File: config.mk
export PLATFORM = sky130hd
export DESIGN_NAME = tmms_merge
export DESIGN_NICKNAME = d
export VERILOG_FILES = /design/src/hdl/tmms_pkg.sv /design/src/hdl/tmms_div.sv /design/src/hdl/tmms_merge.sv
export SDC_FILE = /design/constraint.sdc
export NUM_CORES = 1
export LEC_CHECK = 0
export ABC_CLOCK_PERIOD_IN_PS = 18500
export CORE_UTILIZATION = 35
export DETAILED_ROUTE_END_ITERATION = 8
export DONT_BUFFER_PORTS = 1
export PLACE_DENSITY = 0.62
export SLEW_MARGIN = 20
export SYNTH_ARGS = -nofsm -noshare
export SYNTH_HDL_FRONTEND = slang
export SYNTH_SLANG_ARGS = --single-unit
File: constraint.sdc
create_clock -name clk -period 18.5 [get_ports clk]
set_input_delay 3.7 -clock clk [delete_from_list [all_inputs] [get_ports clk]]
set_output_delay 3.7 -clock clk [all_outputs]
set_load 0.01 [all_outputs]
File: src/hdl/tmms_pkg.sv
// Shared types and constants for the tensor marginal mean shift unit.
`default_nettype none
package tmms_pkg;

  localparam int MAX_DIMS_DEF     = 4;
  localparam int MAX_ELEMENTS_DEF = 256;
  localparam int FRAC_BITS_DEF    = 16;

  localparam int REG_DIMS = 4;
  localparam int TABLE_W  = 40;
  localparam int AREA_W   = 27;
  localparam int SUM_W    = 27;
  localparam int CNT_W    = 9;
  localparam int SETA_W   = 36;
  localparam int SIZE_W   = 9;
  localparam int VALUE_W  = 19;

  localparam logic [1:0] KIND_ADD = 2'd0;
  localparam logic [1:0] KIND_FIN = 2'd1;
  localparam logic [1:0] KIND_PT  = 2'd2;
  localparam logic [1:0] KIND_SET = 2'd3;

  localparam logic [1:0] RK_POINT = 2'd0;
  localparam logic [1:0] RK_SET   = 2'd1;
  localparam logic [1:0] RK_CTRL  = 2'd2;

  localparam logic [1:0] ST_OK    = 2'd0;
  localparam logic [1:0] ST_PHASE = 2'd1;
  localparam logic [1:0] ST_EMPTY = 2'd2;

  localparam logic [2:0] REG_NUM_DIMS = 3'd0;

  typedef struct packed {
    logic [1:0]  kind;
    logic [7:0]  elem0;
    logic [7:0]  elem1;
    logic [7:0]  elem2;
    logic [7:0]  elem3;
    logic [16:0] membership;
    logic [1:0]  set_dim;
    logic [7:0]  set_element;
    logic        set_last;
  } in_beat_t;

  typedef struct packed {
    logic [18:0] value;
    logic [1:0]  result_kind;
    logic [1:0]  status;
  } out_beat_t;

  typedef struct packed {
    logic clr_wr;
    logic rd;
    logic add_wr;
    logic div_start;
    logic div_wr;
    logic area_first;
    logic area_step;
    logic area_use;
  } lane_ctl_t;

  typedef struct packed {
    logic set_acc;
    logic set_clr;
    logic area_first;
    logic area_step;
    logic div_start;
  } merge_ctl_t;

endpackage
`default_nettype wire

File: src/hdl/tmms_div.sv
// Restoring divider, one quotient bit per cycle.
`default_nettype none
module tmms_div #(
  parameter int NW = 40,
  parameter int DW = 27
) (
  input  wire logic          clk,
  input  wire logic          rst,
  input  wire logic          start,
  input  wire logic [NW-1:0] dividend,
  input  wire logic [DW-1:0] divisor,
  output logic               done,
  output logic [NW-1:0]      quotient
);

  localparam int CW = $clog2(NW + 1);

  logic          busy;
  logic [CW-1:0] cnt;
  logic [DW-1:0] rem;
  logic [DW-1:0] dvs;
  logic [DW:0]   rem_sh;
  logic [DW:0]   rem_next;
  logic          ge;

  always_comb begin
    rem_sh   = {rem, quotient[NW-1]};
    ge       = rem_sh >= {1'b0, dvs};
    rem_next = ge ? rem_sh - {1'b0, dvs} : rem_sh;
  end

  always_ff @(posedge clk) begin
    if (rst) begin
      busy <= 1'b0;
      done <= 1'b0;
      cnt  <= '0;
    end else begin
      done <= 1'b0;
      if (start) begin
        busy <= 1'b1;
        cnt  <= '0;
      end else if (busy) begin
        cnt <= cnt + 1'b1;
        if (cnt == CW'(NW - 1)) begin
          busy <= 1'b0;
          done <= 1'b1;
        end
      end
    end
  end

  always_ff @(posedge clk) begin
    if (start) begin
      quotient <= dividend;
      dvs      <= divisor;
      rem      <= '0;
    end else if (busy) begin
      rem      <= rem_next[DW-1:0];
      quotient <= {quotient[NW-2:0], ge};
    end
  end

endmodule
`default_nettype wire

File: src/hdl/tmms_merge.sv
// Merge stage: point maximum over lanes and set-query accumulation and divide.
`default_nettype none
module tmms_merge #(
  parameter int LANES     = tmms_pkg::MAX_DIMS_DEF,
  parameter int FRAC_BITS = tmms_pkg::FRAC_BITS_DEF,
  parameter int LW        = (LANES > 1) ? $clog2(LANES) : 1
) (
  input  wire logic                                   clk,
  input  wire logic                                   rst,
  input  wire tmms_pkg::merge_ctl_t                   ctl,
  input  wire logic [2:0]                             nd,
  input  wire logic [LW-1:0]                          step,
  input  wire logic [1:0]                             set_dim,
  input  wire logic [LANES-1:0][tmms_pkg::TABLE_W-1:0] rd_data,
  input  wire logic [LANES-1:0]                       pt_mask,
  output logic [tmms_pkg::VALUE_W-1:0]                pt_value,
  output logic [tmms_pkg::VALUE_W-1:0]                set_value,
  output logic                                        set_empty,
  output logic                                        div_done
);

  localparam int TW      = tmms_pkg::TABLE_W;
  localparam int SW      = tmms_pkg::SUM_W;
  localparam int CAP_RAW = 4 << FRAC_BITS;
  localparam int CAP     = (CAP_RAW > 524287) ? 524287 : CAP_RAW;
  localparam logic [TW-1:0] CAP_T = TW'(CAP);
  localparam logic [TW:0]   SUM_MAX = (TW + 1)'((64'd1 << SW) - 64'd1);

  logic [SW-1:0]               set_sum;
  logic [tmms_pkg::CNT_W-1:0]  cnt [LANES];
  logic [tmms_pkg::SETA_W-1:0] area;
  logic [tmms_pkg::SETA_W-1:0] area_base;
  logic [TW-1:0]               best;
  logic [TW-1:0]               v;
  logic [TW:0]                 acc;
  logic [SW-1:0]               quot;
  logic [LW-1:0]               sd;

  tmms_div #(.NW(SW), .DW(tmms_pkg::SETA_W)) u_div (
    .clk      (clk),
    .rst      (rst),
    .start    (ctl.div_start),
    .dividend (set_sum),
    .divisor  (area),
    .done     (div_done),
    .quotient (quot)
  );

  always_comb begin
    best = '0;
    for (int l = 0; l < LANES; l++) begin
      if (pt_mask[l] && rd_data[l] > best) best = rd_data[l];
    end
    pt_value = (best > CAP_T) ? tmms_pkg::VALUE_W'(CAP) : best[tmms_pkg::VALUE_W-1:0];
  end

  always_comb begin
    set_empty = 1'b0;
    for (int l = 0; l < LANES; l++) begin
      if (3'(l) < nd && cnt[l] == '0) set_empty = 1'b1;
    end
    set_value = (set_empty || {{(TW-SW){1'b0}}, quot} > CAP_T) ?
                (set_empty ? '0 : tmms_pkg::VALUE_W'(CAP)) :
                tmms_pkg::VALUE_W'(quot);
  end

  always_comb begin
    sd        = LW'(set_dim);
    v         = rd_data[sd];
    acc       = (TW + 1)'(set_sum) + {1'b0, v};
    area_base = ctl.area_first ? tmms_pkg::SETA_W'(1) : area;
  end

  always_ff @(posedge clk) begin
    if (rst || ctl.set_clr) begin
      set_sum <= '0;
      for (int l = 0; l < LANES; l++) cnt[l] <= '0;
    end else if (ctl.set_acc) begin
      set_sum <= (acc > SUM_MAX) ? SUM_MAX[SW-1:0] : acc[SW-1:0];
      if (cnt[sd] != '1) cnt[sd] <= cnt[sd] + 1'b1;
    end
  end

  always_ff @(posedge clk) begin
    if (ctl.area_step) begin
      if ({{(3-LW){1'b0}}, step} < nd && LW <= 3) begin
        area <= tmms_pkg::SETA_W'(area_base * tmms_pkg::SETA_W'(cnt[step]));
      end else begin
        area <= area_base;
      end
    end
  end

endmodule
`default_nettype wire
==> flow_summary.toml, run 1 <==
[finish]
drive_gt1_share_pct = 7.74
fin_cells = 3832
n_antenna_cell = 0
nNetsFinal = 3483
syn2layout_area_growth_pct = 6.92

[logic_synthesis]
syn_area_sq_mm = 0.0257
synth_seq_cells = 205
netlist.top_cell.by_area = "fa_1"
synth_flop_cell = "edfxtp_1"
synth_warnings = 0
yosysSeqAreaShare_pct = 21.2
synthDominantCellAreaShare_pct = 16.3
yosys-top-cells-area = "fa_1 (16%), edfxtp_1 (16%), ha_1 (11%)"
ys_types = 81
synth_fp_nets = 3549
syn_area_per_cell_sq_um = 8.76
synthCells = 2931
synth-edff-count = 135
async_reset_ff_share_pct = 0

[worst_setup_path]
worstPathMaxFanout = 44
setup.worst_path.start = "rd_data[13]"
crit_path_end_kind = "primary output"
critPathKind = "in -> out"
r2r_cells = 21
setup.worst_path.start_class = "input pin"
cp_slowest_stage_delay_ns = 0.56
cp.required_ns = 14.80
r2r_slack_ns = 11.20
cpMaxStageDelayCell = "o31a_2"
crit_arrival_ns = 14.02
critPathTopFamily = "simple AND/OR/NAND/NOR gates"
r2r-start = "cnt[0][8]$_SDFFCE_PN0P_"
crit_top_cell = "nand2_1"
crit_buf_inv = 3
reg2reg_to = "area[35]$_DFFE_PP_"

[cts]
path_clk_slew_ns = 0.06
clock-sinks = 205
cts_buffers = 24
cts_hold_buffers = 0
clock_latency_ns = 0.54
clockRootBuffer = "clkbuf_16"
cts_tree = "built"
htreeDepth = 1
ctsLongestPathBuffers = 3

[floorplanning]
io_pins = 218
chipWidth_um = 273
die_h_um = 273
die_area_sq_mm = 0.0745
core_sq_mm = 0.0721
initial_core_util_pct = 35.6
rows = 98

[run]
cap_viol_max_count = 0

[route]
via_per_inst = 5.61
drc_errors = 0
wl_mm = 78.6
firstDrtPassIters = 5
vias = 21500
drtIter0Drc = 1754
wl_per_cell_um = 20.5
ant_nets = 0

[hold_path]
holdPathEnd = "u_div.dvs[32]$_DFFE_PP_"
hp-class = "reg -> reg"
min_path_cells = 0
hold_start = "area[32]$_DFFE_PP_"

[power_and_ir_drop]
leakagePower_nw = 11.8
power.total_mw = 2.37
vdd_drop_max_mv = 0.0802
power_density_mw_per_mm2 = 86.3

[sta]
slew_viol_final = 0
worstMarginPinSlew_ns = 0.902
timing.hold.ws_ns = 0.454
max_clock_freq_mhz = 56.4
fin_crit_ns = 17.72
slew_headroom_pct = 39.9
final.setup.tns_ns = 0
period_share_pct = 95.8
skew_ns = 0.0122
rsz0062_at_grt = "false"
finalHoldViolCount = 0
finalWorstSetupSlack_ns = 0.783
setup_viol = 0

[placed_design]
io_buffers = 0
gp_congestion = 1.05
dp_hpwl_mm = 62.2
placedCellCount = 3784
dp_worst_setup_slack_ns = 0.571

[global_route]
grt_pass1_vias = 20800
grt_pass1_wl_mm = 123
gr-total-overflow = 0
grt.total_usage_pct = 21.0
grt_max_degree = 103
antenna_found_initial = 1

[outcome]
status = "finished, final reports clean"
## worst reg2reg max path, delay by kind of cell, from the launching register on
family / cells / cell delay, ns
XOR/XNOR: 1 / 0.18
flip-flops: 1 / 0.40
AO/OA/AOI/OAI: 10 / 2.64
buffers and inverters: 1 / 0.06
AND/OR/NAND/NOR: 3 / 0.42
multiplexers: 1 / 0.76
adder cells (fa/ha/maj): 5 / 2.58
## worst max-delay path by stage
stage,to,slack [ns],cells after the start
floorplan,pt_value[10],0.68,52
global placement,pt_value[3],0.62,41
detailed placement,pt_value[6],0.57,41
CTS,pt_value[6],0.51,41
global route,pt_value[16],0.1,41
finish,pt_value[8],0.78,41
## layout make-up
type	count	area [sq um]
fill	7379	44600
multi-input combinational	2351	18900
sequential	205	5460
tap	950	1190
inverter	244	916
clock buffer	32	703
timing repair buffer	39	293
clock inverter	11	57.6
## cells by family after synthesis
logic type	after synthesis	synth area share (%)
and+or+nand+nor	1057	19.3
muxes	120	7.54
xor gates and xnor gates	103	3.51
adders and majority gates	440	27.5
AOI/OAI and AO/OA	631	15.3
buffers and inverters	375	5.62
DFF	205	21.2
## per-stage QoR
step	util, %	cell area (sq um)
3_3_place_gp	37.0	26700
2_1_floorplan	-	25700
5_1_grt	38.1	27500
4_1_cts	38.0	27400
6_report	38.1	27500
3_5_place_dp	37.0	26700
## power breakdown
group          internal (mW)  switching [mW]  leakage (nW)
Combinational          0.509           0.744          9.46
Clock                  0.266           0.195         0.378
Sequential             0.594          0.0620          1.98
## cells in the final DEF, fill, tap and decap left out, types with 54 or more instances in the layout
cell / instances
fa_1: 209
xor2_1: 54
a21oi_1: 213
nor2b_1: 58
ha_1: 231
a21o_1: 54
dfxtp_1: 69
inv_1: 244
nor2_1: 309
edfxtp_1: 135
nand2_1: 359
mux4_2: 55
o21ai_0: 165
nand2b_1: 59
## per-layer routing
metal	wire, um	track usage, %
met5	18	0
met4	2450	6.02
met3	6620	4.70
met2	35200	33.4
met1	34400	28.3
## Yosys cell counts (38+ instances only)
cell and count:
a21o_1 54, a21oi_1 213, clkbuf_1 105, dfxtp_1 70
edfxtp_1 135, fa_1 209, ha_1 231, inv_1 244
mux2_2 38, mux4_2 55, nand2_1 359, nand2b_1 59
nand4_1 38, nor2_1 312, nor2b_1 58, nor3_1 52
o21ai_0 167, xnor2_1 49, xor2_1 54
## sequential cells by signal, summed over array words and instances (netlist names)
signal / cells
u_div.quotient: 27
area: 36
u_div.dvs: 36
cnt: 36
u_div.rem: 36
set_sum: 27
u_div.busy: 1
u_div.cnt: 5
u_div.done: 1
## timing repair
action	in CTS	in global routing
resized for setup	0	4
setup buffers	0	5
setup endpoints to repair	0	18
No activity file was read; power rests on OpenSTA's default activity.
==> run 2: changes to the inputs <==
--- a/config.mk
+++ b/config.mk
@@ -6,10 +6,12 @@
 export NUM_CORES = 1
 export LEC_CHECK = 0
 export ABC_CLOCK_PERIOD_IN_PS = 18500
+export CELL_PAD_IN_SITES_DETAIL_PLACEMENT = 1
+export CELL_PAD_IN_SITES_GLOBAL_PLACEMENT = 2
 export CORE_UTILIZATION = 35
 export DETAILED_ROUTE_END_ITERATION = 8
 export DONT_BUFFER_PORTS = 1
-export PLACE_DENSITY = 0.62
+export PLACE_DENSITY = 0.86
 export SLEW_MARGIN = 20
 export SYNTH_ARGS = -nofsm -noshare
 export SYNTH_HDL_FRONTEND = slang
==> run 2 against run 1 <==
Final cell count grew 0.21%; clock skew decreased by 0.0020 ns; non-clock buffer count is 5 higher; critical path type unchanged; highest routed layer unchanged.
==> flow_summary.toml, run 2 (synthesis results as in run 1) <==
[floorplanning]
die_area_sq_mm = 0.0745
chipWidth_um = 273
die_h_um = 273
initial_core_util_pct = 35.6
rows = 98
io_pins = 218
core_sq_mm = 0.0721

[placed_design]
io_buffers = 0
dp_hpwl_mm = 73.2
gp_congestion = 0.962
placedCellCount = 3786

[power_and_ir_drop]
vdd_drop_max_mv = 0.0719
power_density_mw_per_mm2 = 88.5
leakagePower_nw = 11.9

[global_route]
grt_max_degree = 103
grt_pass1_wl_mm = 143
grt.total_usage_pct = 24.6
gr-total-overflow = 0
grt_pass1_vias = 24400
antenna_found_initial = 4

[finish]
multiInputGateArea_sq_mm = 0.0189
syn2layout_area_growth_pct = 7.28
nNetsFinal = 3489
seqCellArea_sq_mm = 0.00546
fin_cells = 3840
final_cell_mix = "nand2_1 (359), nor2_1 (309), inv_1 (244), ha_1 (231), a21oi_1 (213)"
fill_cells = 8481
drive_gt1_share_pct = 7.96
n_antenna_cell = 0
final_common_cell = "nand2_1"

[cts]
htreeDepth = 1
path_clk_slew_ns = 0.06
clock-sinks = 205
clock_latency_ns = 0.57
cts_hold_buffers = 0
clockRootBuffer = "clkbuf_16"
cts_buffers = 25
cts_tree = "built"
ctsLongestPathBuffers = 3

[sta]
period_share_pct = 95.4
max_clock_freq_mhz = 56.7
slew_viol_final = 0
timing.hold.ws_ns = 0.471
setup_viol = 0
rsz0062_at_grt = "false"
final.setup.tns_ns = 0
worstMarginPinSlew_ns = 0.909
skew_ns = 0.0103
slew_headroom_pct = 37.8
fin_crit_ns = 17.64
finalHoldViolCount = 0

[route]
drtIter0Drc = 1568
ant_nets = 0
wl_per_cell_um = 23.7
drc_errors = 0
wl_mm = 91.2
firstDrtPassIters = 7
via_per_inst = 5.84
vias = 22400

[worst_setup_path]
critPathKind = "in -> out"
worstPathMaxFanout = 40
cp_slowest_stage_delay_ns = 0.56
crit_path_end_kind = "primary output"
crit_top_cell = "nand2_1"
crit_buf_inv = 4
crit_arrival_ns = 13.94
cp.required_ns = 14.80
critPathTopFamily = "simple AND/OR/NAND/NOR gates"
setup.worst_path.start_class = "input pin"
cpMaxStageDelayCell = "or4_4"

[hold_path]
hp-class = "reg -> reg"

[outcome]
status = "finished, final reports clean"

[run]
cap_viol_max_count = 0
run 2: changes by cell type in the layout (fill, tap and decap cells not counted), sizes merged:
cell,before,now
clkbuf,32,27
clkinvlp,1,3
buf,39,44
inv,244,247
clkinv,10,13
run 2: cell type report:
cell class | count | area share, %
Multi-Input combinational cell | 2351 | 68.5
Inverter | 244 | 3.32
Timing Repair Buffer | 44 | 1.30
Clock inverter | 19 | 0.459
Tap cell | 950 | 4.31
Sequential cell | 205 | 19.8
Clock buffer | 27 | 2.30
run 2: worst register-to-register path: cells and delay by family, from the launching register on:
kind / cells / cell delay (ns)
AOI/OAI and AO/OA: 10 / 3.09
adders and majority gates: 5 / 2.53
muxes: 1 / 0.86
and+or+nand+nor: 3 / 0.44
DFF: 1 / 0.37
xor gates and xnor gates: 1 / 0.21
buffers and inverters: 1 / 0.06
run 2: per-layer routing:
layer	track usage (%)	part of all wire, %	vias to the layer above
met1	31.2	42	11400
met3	5.20	7.4	174
met4	8.10	3.5	6
li1	-	-	10100
met2	41.3	47	686
met5	0	0.039	-
run 2: where the power goes:
part           total [mW]  internal, mW  switching, mW  leakage, nW
sequential          0.660         0.594         0.0659         1.98
clock               0.474         0.251          0.223        0.369
combinational        1.31         0.518          0.788         9.50
run 2: through the flow:
stage / worst slack [ns] / area [sq um] / utilization (%) / power (mW)
after floorplan: 0.676 / 25700 / - / 1.60
final: 0.860 / 27600 / 38.2 / 2.44
after global placement: 0.353 / 26700 / 37.0 / 1.91
after CTS: 0.0299 / 27500 / 38.1 / 2.45
after detailed placement: 0.0346 / 26700 / 37.0 / 1.96
after global routing: 0.0182 / 27600 / 38.2 / 2.64
run 2: final timing paths:
kind                            slack, ns                 from                 endpoint  depth (start not counted)
worst max-delay path                 0.86          rd_data[13]              pt_value[5]                         42
worst min-delay path                 0.47   area[32]$_DFFE_PP_  u_div.dvs[32]$_DFFE_PP_                          0
worst max register to register      10.67  cnt[3][2]$_DFFE_PP_       area[35]$_DFFE_PP_                         21
worst min register to register       0.47   area[32]$_DFFE_PP_  u_div.dvs[32]$_DFFE_PP_                          0
run 2: timing repair:
item,in CTS,in global routing
endpoints found under the setup margin,3,19
gates resized for setup,1,8
pin swaps,0,1
buffers inserted,0,8
